## config.mk

```make
export PLATFORM = sky130hd
export DESIGN_NAME = pycc_convert
export DESIGN_NICKNAME = d
export VERILOG_FILES = /design/src/rtl/photo_ycc_band_decoder_assert.svh /design/src/rtl/pycc_pkg.sv /design/src/rtl/pycc_convert.sv
export SDC_FILE = /design/constraint.sdc
export NUM_CORES = 1
export LEC_CHECK = 0
export ABC_AREA = 0
export BUFFER_PORTS_ARGS = -buffer_cell sky130_fd_sc_hd__buf_2
export CORE_UTILIZATION = 40
export DETAILED_ROUTE_END_ITERATION = 8
export GPL_ROUTABILITY_DRIVEN = 0
export PLACE_DENSITY_LB_ADDON = 0.15
export SKIP_LAST_GASP = 1
export SLEW_MARGIN = 10
export SYNTH_ARGS = -nofsm -noshare
export SYNTH_HDL_FRONTEND = slang
export SYNTH_SLANG_ARGS = --single-unit
```

## constraint.sdc

```tcl
create_clock -name clk -period 34 [get_ports clk]
set_input_delay 10.2 -clock clk [delete_from_list [all_inputs] [get_ports clk]]
set_output_delay 10.2 -clock clk [all_outputs]
set_load 0.05 [all_outputs]
```

## src/rtl/photo_ycc_band_decoder_assert.svh

```systemverilog
// Assertion macros used by the band decoder RTL.
// Expects clk and arst_n in the scope of each use.
`ifndef PHOTO_YCC_BAND_DECODER_ASSERT_SVH
`define PHOTO_YCC_BAND_DECODER_ASSERT_SVH

// Same-cycle implication, disabled while reset is asserted.
`define PYCC_ASSERT_NOW(label, ante, cons) \
	label: assert property (@(posedge clk) disable iff (!arst_n) (ante) |-> (cons)) \
		else $error("band decoder assertion failed");

// Next-cycle implication, disabled while reset is asserted.
`define PYCC_ASSERT_NEXT(label, ante, cons) \
	label: assert property (@(posedge clk) disable iff (!arst_n) (ante) |=> (cons)) \
		else $error("band decoder assertion failed");

`endif

```

## src/rtl/pycc_pkg.sv

```systemverilog
// Shared types, constants and helpers of the YCC band decoder.
// No dependencies; imported by pycc_convert, photo_ycc_band_decoder and tb.
package pycc_pkg;

	localparam int MAX_WIDTH = 768;
	localparam int MEM_DEPTH = MAX_WIDTH / 2;
	localparam int ADDR_W    = $clog2(MEM_DEPTH);
	localparam int LANES     = 5;
	localparam int LANE_W    = $clog2(LANES);
	localparam int SUM_W     = 28;

	// Byte lanes of one line store entry.
	localparam logic [LANE_W-1:0] LANE_Y1_EVEN = 3'd0;
	localparam logic [LANE_W-1:0] LANE_Y1_ODD  = 3'd1;
	localparam logic [LANE_W-1:0] LANE_Y2_EVEN = 3'd2;
	localparam logic [LANE_W-1:0] LANE_Y2_ODD  = 3'd3;
	localparam logic [LANE_W-1:0] LANE_CB      = 3'd4;

	localparam logic signed [18:0] K_Y    = 19'sd92241;
	localparam logic signed [18:0] K_RCR  = 19'sd86706;
	localparam logic signed [18:0] K_GCB  = -19'sd25914;
	localparam logic signed [18:0] K_GCR  = -19'sd44166;
	localparam logic signed [18:0] K_BCB  = 19'sd133434;
	localparam logic signed [8:0]  CB_OFS = 9'sd156;
	localparam logic signed [8:0]  CR_OFS = 9'sd137;

	localparam logic [1:0] MODE_192 = 2'd0;
	localparam logic [1:0] MODE_384 = 2'd1;
	localparam logic [1:0] MODE_768 = 2'd2;

	typedef enum logic [1:0] {
		PHASE_LUMA_ONE,
		PHASE_LUMA_TWO,
		PHASE_CHROMA
	} phase_t;

	// One pixel handed from the line store sequencer to the converter.
	typedef struct packed {
		logic       valid;
		logic [7:0] y;
		logic [7:0] cb;
		logic [7:0] cr;
		logic [8:0] row;
		logic [9:0] column;
		logic       last;
	} pix_req_t;

	// Line width for a mode; the unused code saturates to the widest size.
	function automatic logic [9:0] line_width(input logic [1:0] mode);
		case (mode)
			MODE_192: line_width = 10'd192;
			MODE_384: line_width = 10'd384;
			MODE_768: line_width = 10'd768;
			default:  line_width = 10'd768;
		endcase
	endfunction

	// Bands per image: width / 3.
	function automatic logic [8:0] band_count(input logic [1:0] mode);
		case (mode)
			MODE_192: band_count = 9'd64;
			MODE_384: band_count = 9'd128;
			MODE_768: band_count = 9'd256;
			default:  band_count = 9'd256;
		endcase
	endfunction

endpackage

```

## src/rtl/pycc_convert.sv

```systemverilog
// YCC to RGB conversion pipeline: difference, product and clamp stages.
// Depends on pycc_pkg. The last stage is the output register.
module pycc_convert import pycc_pkg::*; (
	input  logic       clk,
	input  logic       arst_n,
	input  pix_req_t   req,
	input  logic       result_stall,
	output logic       adv,
	output logic       result_valid,
	output logic [7:0] red,
	output logic [7:0] green,
	output logic [7:0] blue,
	output logic [8:0] row,
	output logic [9:0] column,
	output logic       last
);

	logic              valid_s2, valid_s3, valid_s4;
	logic [7:0]        y_s2;
	logic signed [8:0] dcb_s2, dcr_s2;
	logic [8:0]        row_s2, row_s3;
	logic [9:0]        col_s2, col_s3;
	logic              last_s2, last_s3;
	logic signed [SUM_W-1:0] ly_s3, rcr_s3, gcb_s3, gcr_s3, bcb_s3;
	logic signed [SUM_W-1:0] sum_r, sum_g, sum_b;

	function automatic logic [7:0] clamp(input logic signed [SUM_W-1:0] s);
		if (s[SUM_W-1])
			clamp = 8'd0;
		else if (|s[SUM_W-2:24])
			clamp = 8'hFF;
		else
			clamp = s[23:16];
	endfunction

	// The whole pipeline holds while a finished word waits at the output.
	assign adv = !(valid_s4 && result_stall);

	always_ff @(posedge clk or negedge arst_n) begin
		if (!arst_n) begin
			valid_s2 <= 1'b0;
			valid_s3 <= 1'b0;
			valid_s4 <= 1'b0;
		end else if (adv) begin
			valid_s2 <= req.valid;
			valid_s3 <= valid_s2;
			valid_s4 <= valid_s3;
		end
	end

	// Both factors are widened to the sum width so no product is cut short.
	always_ff @(posedge clk) begin
		if (adv) begin
			y_s2    <= req.y;
			dcb_s2  <= $signed({1'b0, req.cb}) - CB_OFS;
			dcr_s2  <= $signed({1'b0, req.cr}) - CR_OFS;
			row_s2  <= req.row;
			col_s2  <= req.column;
			last_s2 <= req.last;

			ly_s3   <= SUM_W'(K_Y) * SUM_W'($signed({1'b0, y_s2}));
			rcr_s3  <= SUM_W'(K_RCR) * SUM_W'(dcr_s2);
			gcb_s3  <= SUM_W'(K_GCB) * SUM_W'(dcb_s2);
			gcr_s3  <= SUM_W'(K_GCR) * SUM_W'(dcr_s2);
			bcb_s3  <= SUM_W'(K_BCB) * SUM_W'(dcb_s2);
			row_s3  <= row_s2;
			col_s3  <= col_s2;
			last_s3 <= last_s2;

			red     <= clamp(sum_r);
			green   <= clamp(sum_g);
			blue    <= clamp(sum_b);
			row     <= row_s3;
			column  <= col_s3;
			last    <= last_s3;
		end
	end

	always_comb begin
		sum_r = ly_s3 + rcr_s3;
		sum_g = ly_s3 + gcb_s3 + gcr_s3;
		sum_b = ly_s3 + bcb_s3;
	end

	assign result_valid = valid_s4;

endmodule

```

==> flow_summary.toml, run 1 <==
[worst_setup_path]
crit_top_cell = "buf_2"
crit_type = "input port to output pin"
crit_path_end_kind = "output pin"
cpPeakStageDelay_ns = 0.54
arrival_ns = 11.35
ff2ff_path_depth = 18
cpMaxStageDelayCell = "nand2_4"
cp.required_ns = 23.80
crit_fanout = 54
reg2reg_slack_ns = 27.43
path_cells = "buf_2, nand2_4, buf_2"
r2r-start = "dcr_s2[2]"
cp-start-kind = "input port"
r2r_end = "gcr_s3[24]"

[yosys]
yosysUniqueCellTypes = 66
synthFlopType = "edfxtp_1"
ys_ff_latch = 236
syn_nets = 2473
async_reset_ff_share_pct = 1.271
netlist_area_um2 = 21650
synth_seq_area_share_pct = 32.67
synth-edff-count = 233
yosys_warnings = 0
synthesis.instances = 1812
avgSynthCellArea_um2 = 11.95

[routing]
vias = 13210
antenna_left = 0
routed_wl_mm = 46.70
post_drt_wl_per_cell_um = 17.66
dr.pass1.iters = 5
drtIter0Drc = 652
drc = 0
vias_per_cell = 4.995

[grt]
grt.overflow.total = 0
met3_usage_pct = 2.103
met2_usage_pct = 29.09
grt_pass1_wl_mm = 75.15
grt_util_all_layers_pct = 17.42
top_usage_layer = "met2"
grt_max_degree = 185
grt_util_met1_pct = 24.03
antenna_found_initial = 0
grt_pass1_vias = 13860

[cells_and_area]
multi_input_area_um2 = 13300
utilization_pct = 45.16
diodes = 0
drive_above_1_share_pct = 8.691
ff_latch_area_um2 = 7072
nets = 2597
areaGrowthSynthToFinish_pct = 10.51
fillCellCount = 4956

[sta]
fin_ws_ns = 12.45
timing.final.max_slew_violations = 0
holdWs_ns = 0.4159
worst_clock_skew_ns = 0.01902
rsz0062_at_grt = "no"
fin_setup_tns_ns = 0
finalHoldViolations = 0
tightest_slew_ns = 0.9810
period_share_pct = 63.38
min_period_ns = 21.55
setup_viol = 0
slew_headroom_pct = 34.60
fmax_mhz = 46.40

[placement]
dp_hpwl_mm = 37.84
port_buffers = 93
place_ws_ns = 12.39

[clock_tree]
ctsResizeCount = 0
cts-root-buf = "clkbuf_16"
cts_inserted_buffers = 28
tritoncts = "built"
cts_hold_buf = 0
cts_max_level = 1
clockBufferDepth = 3
insertion_delay_ns = 0.57
path_clk_slew_ns = 0.05
cts_setup_buffers = 0
cts_sinks = 236

[die]
die_area_um2 = 55060
ios = 94
die_h_um = 234.6
die_w_um = 234.6
initial_utilization_pct = 40.87
coreArea_um2 = 52970
rows = 84

[min_path]
holdPathEnd = "last"
hold_path_depth = 0
hp-start = "last_s3"
hold_path.class = "flip-flop to flip-flop"

[outcome]
status = "completed"

[flow_run]
max_cap_viol_count = 0
cell usage after synthesis (2+ instances only):
cell	instances	share of area (%)
nand2_1	41	0.71
o21ai_1	6	0.14
o21ai_0	22	0.51
edfxtp_1	233	32
nor3b_1	4	0.14
a31oi_4	2	0.20
and3_1	11	0.32
a21o_1	33	1.1
nand2b_1	10	0.29
fa_1	190	18
o21bai_1	13	0.45
mux2i_1	2	0.092
a31oi_1	12	0.35
a211o_1	5	0.20
o211ai_1	7	0.24
a211oi_1	15	0.52
o31ai_1	5	0.17
o21a_1	34	1.2
nand3b_1	3	0.10
nor2b_1	15	0.43
xor2_1	40	1.6
o31a_1	2	0.081
o211ai_2	2	0.12
a41oi_1	5	0.20
nor3_1	31	0.72
or3_1	6	0.17
nor2_1	55	0.95
nor4_1	2	0.058
o41a_1	4	0.21
or2_2	9	0.26
inv_1	341	5.9
dfrtp_1	3	0.35
a211oi_2	2	0.12
and2_1	5	0.14
nand4_1	5	0.14
a21boi_0	2	0.069
nand3_1	26	0.60
a21oi_2	2	0.081
mux2_2	2	0.10
a31o_2	2	0.081
xnor2_1	86	3.5
a21oi_1	71	1.6
ha_1	423	24
critical path: cells and delay by family:
family	cells	cell delay, ns
buf+inv	2	0.54
simple gates	1	0.54
flip-flops by register name, indices dropped and copies added, names as in the netlist, 8 cells and up:
| name | flops |
|---|---|
| bcb_s3 | 27 |
| blue | 8 |
| col_s2 | 10 |
| col_s3 | 10 |
| column | 10 |
| dcb_s2 | 9 |
| dcr_s2 | 9 |
| gcb_s3 | 23 |
| gcr_s3 | 25 |
| green | 8 |
| ly_s3 | 24 |
| rcr_s3 | 24 |
| red | 8 |
| row | 9 |
| row_s2 | 9 |
| row_s3 | 9 |
| y_s2 | 8 |
cell families after synthesis:
kind of cell / share of synthesized area [%]
buf+inv: 5.913
flops: 32.67
mux: 0.1965
compound gates: 8.924
simple gates: 5.184
xor+xnor: 5.098
fa+ha+maj: 42.02
area by class of cell:
class | instances | area share, %
clock buffer | 32 | 2.991
clock inverter | 18 | 0.8629
inverter | 341 | 5.350
multi-input combinational | 1235 | 55.61
sequential | 236 | 29.56
tap | 688 | 3.598
timing repair buffer | 94 | 2.029
cells in the final DEF, fill, tap and decap left out, types with 6 or more instances in the layout:
| cell | count |
|---|---|
| a211oi_1 | 15 |
| a21o_1 | 33 |
| a21oi_1 | 71 |
| a31oi_1 | 12 |
| and3_1 | 11 |
| buf_2 | 93 |
| clkbuf_16 | 28 |
| clkinv_1 | 6 |
| edfxtp_1 | 233 |
| fa_1 | 190 |
| ha_1 | 423 |
| inv_1 | 341 |
| nand2_1 | 40 |
| nand2b_1 | 10 |
| nand3_1 | 26 |
| nor2_1 | 55 |
| nor2b_1 | 15 |
| nor3_1 | 31 |
| o211ai_1 | 7 |
| o21a_1 | 34 |
| o21ai_0 | 22 |
| o21ai_1 | 6 |
| o21bai_1 | 13 |
| or2_2 | 9 |
| or3_1 | 6 |
| xnor2_1 | 86 |
| xor2_1 | 40 |
stage by stage:
step	std cells	area (um^2)
after floorplan	1812	21650
after global placement	2594	23000
after detailed placement	2594	23000
after CTS	2644	23920
after global routing	2644	23920
final	2644	23920
routing by layer:
metal | routed length (um) | share of wire, %
met1 | 22310 | 48
met2 | 21750 | 47
met3 | 1601 | 3.4
met4 | 1045 | 2.2
met5 | 0 | 0
worst max-delay path by stage:
stage | from | to | slack [ns] | depth (start not counted)
finish | result_stall | adv | 12.45 | 3
global route | result_stall | adv | 12.36 | 3
CTS | result_stall | adv | 12.40 | 3
detailed placement | result_stall | adv | 12.39 | 3
global placement | result_stall | adv | 12.42 | 3
floorplan | result_stall | adv | 8.34 | 1
Power of run 1 is left out: the tool's default activity adds up to more than one toggle a clock period on the data nets, which glitch-free logic cannot reach.
==> run 2: changes to the inputs <==
- clock period: 34 -> 19.61 ns (I/O delays scaled with it)
==> run 2 against run 1 <==
Compared with the run above:
- die area is the same
- flip-flop and latch count is the same
- final cell count is essentially flat
==> flow_summary.toml, run 2 (synthesis gave the netlist of run 1 again) <==
[outcome]
status = "completed"

[cells_and_area]
utilization_pct = 45.29
fillCellCount = 4961
largest_register = "bcb_s3"
fin_area_um2 = 23990
drive_above_1_share_pct = 8.993
top_regs = "bcb_s3 x27, gcr_s3 x25"
final_common_cell = "ha_1"
diodes = 0
areaGrowthSynthToFinish_pct = 10.81
largest_register_ffs = 27
nets = 2598
layout_common_cells = "ha_1, inv_1, edfxtp_1"

[sta]
period_share_pct = 65.82
rsz0062_at_grt = "no"
timing.final.max_slew_violations = 0
slew_headroom_pct = 23.40
tightest_slew_ns = 1.149
setup_viol = 0
min_period_ns = 12.91
worst_clock_skew_ns = 0.01458
finalHoldViolations = 0
fin_setup_tns_ns = 0
fmax_mhz = 77.47

[clock_tree]
cts-root-buf = "clkbuf_16"
cts_max_level = 1
ctsResizeCount = 0
cts_inserted_buffers = 29
tritoncts = "built"
cts_sinks = 236
cts_hold_buf = 0
clockBufferDepth = 3
path_clk_slew_ns = 0.06
insertion_delay_ns = 0.58
cts_setup_buffers = 0

[routing]
vias_per_cell = 4.989
vias = 13200
drtIter0Drc = 552
dr.pass1.iters = 5
drc = 0
routed_wl_mm = 46.42
antenna_left = 0
post_drt_wl_per_cell_um = 17.55

[die]
coreArea_um2 = 52970
die_area_um2 = 55060
die_w_um = 234.6
rows = 84
die_h_um = 234.6
ios = 94
initial_utilization_pct = 40.87

[grt]
grt_pass1_vias = 13790
grt_max_degree = 184
grt.overflow.total = 0
grt_util_all_layers_pct = 17.25
grt_pass1_wl_mm = 74.35
antenna_found_initial = 0

[worst_setup_path]
crit_fanout = 55
crit_top_cell = "buf_2"
r2r-start = "dcr_s2[0]"
cpPeakStageDelay_ns = 0.53
cp-start-kind = "input port"
path_cells = "buf_2, nand2_4, buf_2"
cp.depth = 3
crit_type = "input port to output pin"
cpMaxStageDelayCell = "nand2_4"
cp-startpoint = "result_stall"
path_buf_inv = 2
cp_top_family = "buffers and inverters"
endpoint = "adv"
r2r_end = "gcr_s3[24]"
arrival_ns = 7.02
cp.required_ns = 13.73
crit_path_end_kind = "output pin"
ff2ff_path_depth = 18
reg2reg_slack_ns = 13.17

[placement]
dp_hpwl_mm = 37.81
port_buffers = 93
dpl_cell_area_um2 = 23000

[flow_run]
max_cap_viol_count = 0

[min_path]
hold_path.class = "flip-flop to flip-flop"
## run 2: cell count changes in the layout (fill, tap and decap cells not counted), moves of 2 or more
cell	change
clkbuf_1	-2
clkinv_1	-3
clkinv_2	+3
inv_6	+3
## run 2: worst min-delay path by stage
stage / slack (ns) / start / cells past startpoint / endpoint
after floorplan: 0.40 / col_s2[0] / 0 / col_s3[0]
after global placement: 0.40 / row_s2[3] / 0 / row_s3[3]
after detailed placement: 0.40 / row_s2[3] / 0 / row_s3[3]
after CTS: 0.42 / row_s2[3] / 0 / row_s3[3]
after global routing: 0.42 / col_s2[9] / 0 / col_s3[9]
final: 0.42 / col_s2[1] / 0 / col_s3[1]
## run 2: per-stage QoR
stage | setup WS [ns] | hold slack, ns | cells
2_1_floorplan | 2.581 | 0.4003 | 1812
3_3_place_gp | 6.646 | 0.4008 | 2594
3_5_place_dp | 6.635 | 0.4045 | 2594
4_1_cts | 6.634 | 0.4194 | 2645
5_1_grt | 6.595 | 0.4215 | 2645
6_report | 6.702 | 0.4188 | 2645
## run 2: metal layers
metal  routed length (um)  track usage, %  share of wire, %
met1                22710           24.22                49
met3                 1336           1.985               2.9
met4                 1119           4.147               2.4
met5                    0               0                 0
met2                21250           28.41                46
## run 2: area by class of cell
| cell class | count | area [um^2] | share of cell area, % |
|---|---|---|---|
| clock inverter | 20 | 254.0 | 1.059 |
| multi-input combinational | 1235 | 13300 | 55.46 |
| tap | 688 | 860.8 | 3.588 |
| inverter | 341 | 1280 | 5.336 |
| clock buffer | 31 | 733.2 | 3.056 |
| sequential | 236 | 7072 | 29.48 |
| timing repair buffer | 94 | 485.5 | 2.024 |
Power of run 2 is left out for the same reason.
==> run 3: changes to the inputs <==
- ABC_AREA: 0 -> 1
- clock period: 19.61 -> 10.9 ns (I/O delays scaled with it)
==> run 3 against run 2 <==
Compared with the run above:
- clock skew up 0.0015 ns
- clock-buffer cell count increased by 3
- flip-flop and latch count unchanged
- routed wire length increased by 24%
- area after synthesis increased by 14%
- synthesized cell count up 45%
- largest cell class unchanged
- highest routed layer unchanged
==> flow_summary.toml, run 3 <==
[outcome]
status = "completed"

[yosys]
yosysUniqueCellTypes = 54
yosys_warnings = 0
netlist_area_um2 = 24610
async_reset_ff_share_pct = 1.271
synthFlopType = "edfxtp_1"
synthTopCellsByCount = "inv_1, nand2_1, ha_1"
synth.most_common_cell = "inv_1"
synth-edff-count = 233
ys_ff_latch = 236
syn_nets = 3295
synthesis.instances = 2634
synth_top_cell_area_share_pct = 28.43
avgSynthCellArea_um2 = 9.345
netlist.top_cell.by_area = "edfxtp_1"
synthTopCellsByArea = "edfxtp_1, ha_1, fa_1, inv_1, nand2_1"
synth_seq_area_share_pct = 28.73

[die]
ios = 94
die_h_um = 250.1
die_w_um = 250.1
coreArea_um2 = 60580
initial_utilization_pct = 40.63
rows = 90
die_area_um2 = 62530

[clock_tree]
cts_sinks = 236
insertion_delay_ns = 0.59
path_clk_slew_ns = 0.06
cts_max_level = 1
cts_setup_buffers = 0
cts-root-buf = "clkbuf_16"
cts_hold_buf = 0
clockBufferDepth = 3
ctsResizeCount = 0
tritoncts = "built"
cts_inserted_buffers = 29

[routing]
drc = 0
drtIter0Drc = 795
vias_per_cell = 4.961
dr.pass1.iters = 5
vias = 17680
routed_wl_mm = 57.40
post_drt_wl_per_cell_um = 16.11
antenna_left = 0

[worst_setup_path]
cp.required_ns = 7.63
crit_fanout = 21
crit_path_end_kind = "output pin"
arrival_ns = 3.94
cp-start-kind = "input port"
crit_type = "input port to output pin"
ff2ff_path_depth = 16

[cells_and_area]
diodes = 0
fillCellCount = 5830
multi_input_area_um2 = 15560
top_regs = "bcb_s3 x27, gcr_s3 x25"
ff_latch_area_um2 = 7072
fin_area_um2 = 27120
drive_above_1_share_pct = 7.513
fin_cells = 3564
final_common_cell = "inv_1"
largest_register = "bcb_s3"
layout_common_cells = "inv_1, nand2_1, ha_1"
nets = 3421
areaGrowthSynthToFinish_pct = 10.18
largest_register_ffs = 27

[grt]
grt_util_all_layers_pct = 18.94
grt_pass1_wl_mm = 94.27
antenna_found_initial = 0
grt_pass1_vias = 18250
grt.overflow.total = 0
grt_max_degree = 153

[sta]
worst_clock_skew_ns = 0.01611
fin_setup_tns_ns = 0
rsz0062_at_grt = "no"
tightest_slew_ns = 0.8772
period_share_pct = 66.15
fmax_mhz = 138.7
timing.final.max_slew_violations = 0
fin_ws_ns = 3.690
slew_headroom_pct = 41.52
setup_viol = 0
finalHoldViolations = 0
min_period_ns = 7.210

[placement]
dpl_cell_area_um2 = 26100
port_buffers = 93
dp_hpwl_mm = 47.75
place_ws_ns = 3.672
numPlacedInstances = 3511

[min_path]
hold_path.class = "flip-flop to flip-flop"
hold_path_depth = 0

[flow_run]
max_cap_viol_count = 0
-- run 3: changes by cell type after synthesis, sizes merged, moves of 17 or more --
cell   change
nand2    +455
inv      +190
nor2     +105
a21oi     +79
nand3     +65
o21ai     +51
xnor2     -45
xor2      +38
o21a      -33
nand4     +24
a21o      -17
-- run 3: final cells by class --
class	instances	area share, %
tap	782	3.608
clock inverter	19	0.9320
timing repair buffer	95	1.818
multi-input combinational	1866	57.38
sequential	236	26.08
clock buffer	34	2.819
inverter	532	7.364
-- run 3: kinds of logic (layout without fill, tap and decap cells) --
group,after synthesis,after routing,synth area share (%)
compound gates,315,315,7.503
xor+xnor,119,119,4.311
fa+ha+maj,613,613,36.96
buf+inv,532,680,8.113
flops,236,236,28.73
mux,1,1,0.04575
simple gates,818,818,14.34
-- run 3: metal layers --
metal	vias to the layer above	part of all wire [%]	global-route usage, %	wire length, um
met1	8381	45	24.53	25680
li1	8912	-	-	-
met2	300	48	32.76	27560
met3	87	3.4	1.964	1945
met4	0	3.9	6.819	2219
met5	-	0	0	0
-- run 3: worst paths after layout --
| kind | end | slack, ns | from |
|---|---|---|---|
| min in group asynchronous | valid_s2 | 2.48 | arst_n |
| worst max-delay path | adv | 3.69 | result_stall |
| worst max register to register | gcb_s3[23] | 5.52 | dcb_s2[1] |
| max in group asynchronous | valid_s3 | 8.31 | arst_n |
| worst min register to register | col_s3[3] | 0.42 | col_s2[3] |
| worst min-delay path | col_s3[3] | 0.42 | col_s2[3] |
-- run 3: worst max-delay path, cell delays in order --
cell and delay (ns):
buf_2 0.13, nand2_8 0.19, buf_2 0.32
-- run 3: per-stage QoR --
step,utilization [%],hold WS (ns)
final,44.76,0.4161
after global routing,44.76,0.4249
after CTS,44.76,0.4194
after detailed placement,43.08,0.4054
after global placement,43.08,0.4001
after floorplan,-,0.4003
Power of run 3 is left out for the same reason.
